### src/rtl/core/cic_force_interpolation_top_defines.svh
// ----------------------------------------------------------------------------
// cic force interpolation assertion macros
// shared property forms for the interpolation core checks
// ----------------------------------------------------------------------------
`ifndef CIC_FORCE_INTERPOLATION_TOP_DEFINES_SVH
`define CIC_FORCE_INTERPOLATION_TOP_DEFINES_SVH

// same-cycle implication, checked out of reset
`define CFI_ASSERT_IMP(label, ante, cons, msg) \
    label: assert property (@(posedge clk) disable iff (!rst_n) (ante) |-> (cons)) \
        else $error(msg);

// next-cycle implication, checked out of reset
`define CFI_ASSERT_NEXT(label, ante, cons, msg) \
    label: assert property (@(posedge clk) disable iff (!rst_n) (ante) |=> (cons)) \
        else $error(msg);

`endif

### src/rtl/core/cfi_pkg.sv
// ----------------------------------------------------------------------------
// cfi_pkg
// constants and types shared by the interpolation core
// ----------------------------------------------------------------------------
package cfi_pkg;

    // grid edge, a power of two of at least 2 (parity banking needs it even)
    localparam int GRID_SIZE  = 32;
    localparam int GRID_BITS  = $clog2(GRID_SIZE);
    localparam int FRAC       = 16;
    localparam int POS_W      = 21;
    localparam int FORCE_W    = 32;
    localparam int IDX_W      = 15;
    localparam int FACT_W     = FRAC + 1;
    localparam int TERM_W     = FORCE_W + 1;
    localparam int PAIR_W     = TERM_W + 1;
    localparam int SUM_W      = TERM_W + 3;
    localparam int BANKS      = 8;
    localparam int BANK_AW    = 3 * (GRID_BITS - 1);
    localparam int BANK_DEPTH = 2 ** BANK_AW;

    localparam logic FUNC_WRITE = 1'b0;
    localparam logic FUNC_QUERY = 1'b1;

    typedef struct packed {
        logic [GRID_BITS-1:0] lo;
        logic [GRID_BITS-1:0] hi;
        logic [FRAC-1:0]      frac;
    } cfi_coord_t;

    typedef struct packed {
        logic signed [FORCE_W-1:0] z;
        logic signed [FORCE_W-1:0] y;
        logic signed [FORCE_W-1:0] x;
    } cfi_force_t;

endpackage

### src/rtl/core/cfi_split.sv
// ----------------------------------------------------------------------------
// cfi_split
// shifts one coordinate back half a cell and splits it into cells and fraction
// ----------------------------------------------------------------------------
module cfi_split
    import cfi_pkg::*;
(
    input  logic [POS_W-1:0] pos,
    output cfi_coord_t       coord
);

    logic signed [POS_W:0] p;

    // arithmetic view: low cell bits of floor(p / 2^frac) wrap periodically,
    // a negative p gives all ones, i.e. the last cell
    assign p          = $signed({1'b0, pos}) - $signed((POS_W+1)'(1) <<< (FRAC - 1));
    assign coord.lo   = p[FRAC+GRID_BITS-1:FRAC];
    assign coord.hi   = coord.lo + GRID_BITS'(1);
    assign coord.frac = p[FRAC-1:0];

endmodule

### config.mk
export PLATFORM = sky130hd
export DESIGN_NAME = cfi_split
export DESIGN_NICKNAME = d
export VERILOG_FILES = /design/src/rtl/core/cic_force_interpolation_top_defines.svh /design/src/rtl/core/cfi_pkg.sv /design/src/rtl/core/cfi_split.sv
export SDC_FILE = /design/constraint.sdc
export NUM_CORES = 1
export LEC_CHECK = 0
export ABC_CLOCK_PERIOD_IN_PS = 3300
export BUFFER_PORTS_ARGS = -buffer_cell sky130_fd_sc_hd__buf_2
export CAP_MARGIN = 40
export CORE_AREA = 4 4 41 43
export DETAILED_ROUTE_END_ITERATION = 16
export DIE_AREA = 0 0 45 47
export PLACE_DENSITY_LB_ADDON = 0.25
export SYNTH_ARGS = -nofsm -noshare
export SYNTH_HDL_FRONTEND = slang
export SYNTH_SLANG_ARGS = --single-unit
export TNS_END_PERCENT = 100
### constraint.sdc
create_clock -name vclk -period 3.3
set_clock_uncertainty 0.15 [all_clocks]
set_input_delay 0.33 -clock vclk [all_inputs]
set_output_delay 0.33 -clock vclk [all_outputs]
set_load 0.01 [all_outputs]
* Yosys cells after proc, flatten, opt, wreduce, memory -nomap -nowiden
Index checks and enable logic that the tools add are counted.
** Word-level totals
- Bits in registers :: 0
- Word-level logic and storage cells :: 2
** Operators by class
- $add $sub $neg :: 2
** Operators with widths (number)
- $sub 21x16->21 const B :: 1
- $add 5x1->5 const B :: 1

* Logic depth before layout (Yosys ltp)
- Depth in word-level cells :: 2
- Mapped depth :: 7

* Worst setup path before layout
OpenSTA, ideal clock, no wires.
- Path type :: input-to-output
- Start :: input pos[15]
- End :: output coord[20] in the netlist's numbering
- Arrival :: 1.930 ns
- Path buffers :: 0
- Stages :: 7
- Path slack :: 0.890 ns
- Data required time :: 2.820 ns
- Path through :: inv_1 -> ha_1 -> xor2_1 -> ha_1 -> nor2b_1 -> a2111o_1 -> a211oi_1
** RTL lines
- start, declared :: line cfi_split.sv:8 : input logic [POS_W-1:0] pos,
- end, declared :: line cfi_split.sv:9 : output cfi_coord_t coord

==> results.tsv <==
stage	metric	value	unit
finish	commonest cells after routing, fill and taps aside	17 x buf_2, 4 x xor2_1, 3 x inv_1	
clock_tree	setup bufs post-CTS	0	
setup_path	critical path class	in2out	
timing	Max-slew headroom	73.8	%
drt	DRT Pass-1 Iters	4	
logic_synthesis	Synth top area share	35.2	%
power_and_ir_drop	Peak supply drop	0.0000627	V
timing	fmax	411	MHz
timing	Tcrit/Tclk final	73.7	%
timing	final hold viol count	0	
global_route	grt total ovfl	0	
global_route	antenna violations before repair	0	
drt	Post-DRT Antenna Nets	0	
floorplan	initial core utilization	24.6	%
finish	Seq cells	0	
placement	dpl hpwl	513	microns
logic_synthesis	Synth Cell Area	320	sq um
placement	port bufs	17	
finish	ant diodes	0	
drt	detailed-route DRC error count	0	
timing	Final Setup Violations	0	
global_route	first-pass GRT wire length	1040	microns
timing	setup TNS	0	ns
timing	Worst-Margin Slew	0.382	ns
power_and_ir_drop	Pwr Total	0.0515	mW
drt	final wirelength	618	microns
finish	clock buffer count	0	
setup_path	CP endpoint kind	primary output	
finish	Register Area	0	sq um
setup_path	WP data arrival	1.95	ns
global_route	largest net degree at the start of global routing	9	
power_and_ir_drop	leakage power	0.163	nW
floorplan	row cnt	13	
setup_path	CP required	2.82	ns
timing	Slew Limit Fails	0	
clock_tree	PostCTS Resize Cnt	0	
finish	Synth-to-Final Area Change	-5.47	%
run_status	status	finished, final reports clean	
min_path	worst min-delay path startpoint	pos[10]	
floorplan	DIE HEIGHT	47	microns
setup_path	CP Launch Point	pos[15]	
logic_synthesis	post-synthesis sequential area ratio	0	%
clock_tree	hold_buf cts	0	
logic_synthesis	syn nets	67	
drt	detailed-route via count	271	
finish	fin nets	69	
floorplan	die area	0.00212	sq mm
timing	worst hold slack	0.510	ns
floorplan	chip width	45	microns
global_route	Tot GR Track Use	6.06	%
placement	GPL Wtd Cong	0.617	
floorplan	# IOs	47	
logic_synthesis	Synthesis Warnings	0	
floorplan	Core Region	0.00130	sq mm
logic_synthesis	Syn Area/Cell	7.28	sq um
setup_path	Worst setup SP type	input port	
logic_synthesis	synthesized netlist cell count	44	
finish	commonest non-fill, non-tap cell in the layout	buf_2	
logic_synthesis	ranking of synthesized cells by area	buf_4 35%, xor2_1 11%, ha_1 7.8%, xnor2_1 5.5%, and3_1 3.9%	
finish	fillcell total	160	
logic_synthesis	library cells used by synthesis	21	
drt	vias per cell	4.59	
setup_path	critical path fanouts, max	5	
job	Max-Cap Viols	0	
global_route	vias in the first global route	244	
power_and_ir_drop	Pwr Density	170	mW/mm^2
timing	RSZ-0062 raised after global routing	false	
finish	share of layout cells above drive strength 1	38.6	%
drt	drt wl/cell	10.5	microns
drt	DRT iter0 DRCs	2	
min_path	worst hold path type	in2out	
timing	Period minus WS final	2.43	ns
logic_synthesis	Synth area leader	buf_4	
## kinds of logic after synthesis
kind of cell	synth area share, %
AO/OA/AOI/OAI	12.1
XOR/XNOR	16.4
adder cells (fa/ha/maj)	7.81
buffers and inverters	41.4
AND/OR/NAND/NOR	22.3
## routing by layer
layer	part of all wire (%)	track usage, %
met4	0.97	2.34
met5	0	0
met1	49	8.99
met3	18	1.15
met2	32	8.47
## critical path, stage by stage
cell	delay, ns
buf_2	0.11
inv_1	0.07
ha_1	0.20
xor2_1	0.20
ha_1	0.27
nor2b_1	0.08
a2111o_1	0.34
a211oi_1	0.19
buf_2	0.16
## power breakdown
group | internal (mW) | switching, mW
logic | 0.0229 | 0.0286
registers | 0 | 0
clock network | 0 | 0
## area by class of cell
| type | instances | area, sq um | share of cell area [%] |
|---|---|---|---|
| multi-input cells | 24 | 188 | 62.0 |
| inverters | 3 | 11.3 | 3.72 |
| repair buffers | 17 | 85.1 | 28.1 |
| well taps | 15 | 18.8 | 6.20 |
## stage by stage
stage	area (sq um)	cells	utilization (%)	setup slack (ns)
2_1_floorplan	320	44	-	0.890
3_3_place_gp	303	59	23.3	0.894
3_5_place_dp	303	59	23.3	0.848
4_1_cts	303	59	23.3	0.826
5_1_grt	303	59	23.3	0.643
6_report	303	59	23.3	0.868
## cells in the mapped netlist, drive strengths merged
cell	count
inv	3
ha	2
nor2b	2
nor4bb	1
xor2	4
xnor2	2
a31oi	1
nand2	1
or3	1
a211oi	1
a21oi	1
clkbuf	2
and2b	1
a2111oi	1
and3	2
or4	1
nor3	1
nand2b	1
a2111o	1
buf	15
## path summary, 6_finish.rpt
path | endpoint | slack [ns] | depth (start not counted)
worst max-delay path | coord[20] | 0.87 | 9
worst min-delay path | coord[10] | 0.51 | 0
No activity file was read; power rests on OpenSTA's default activity.
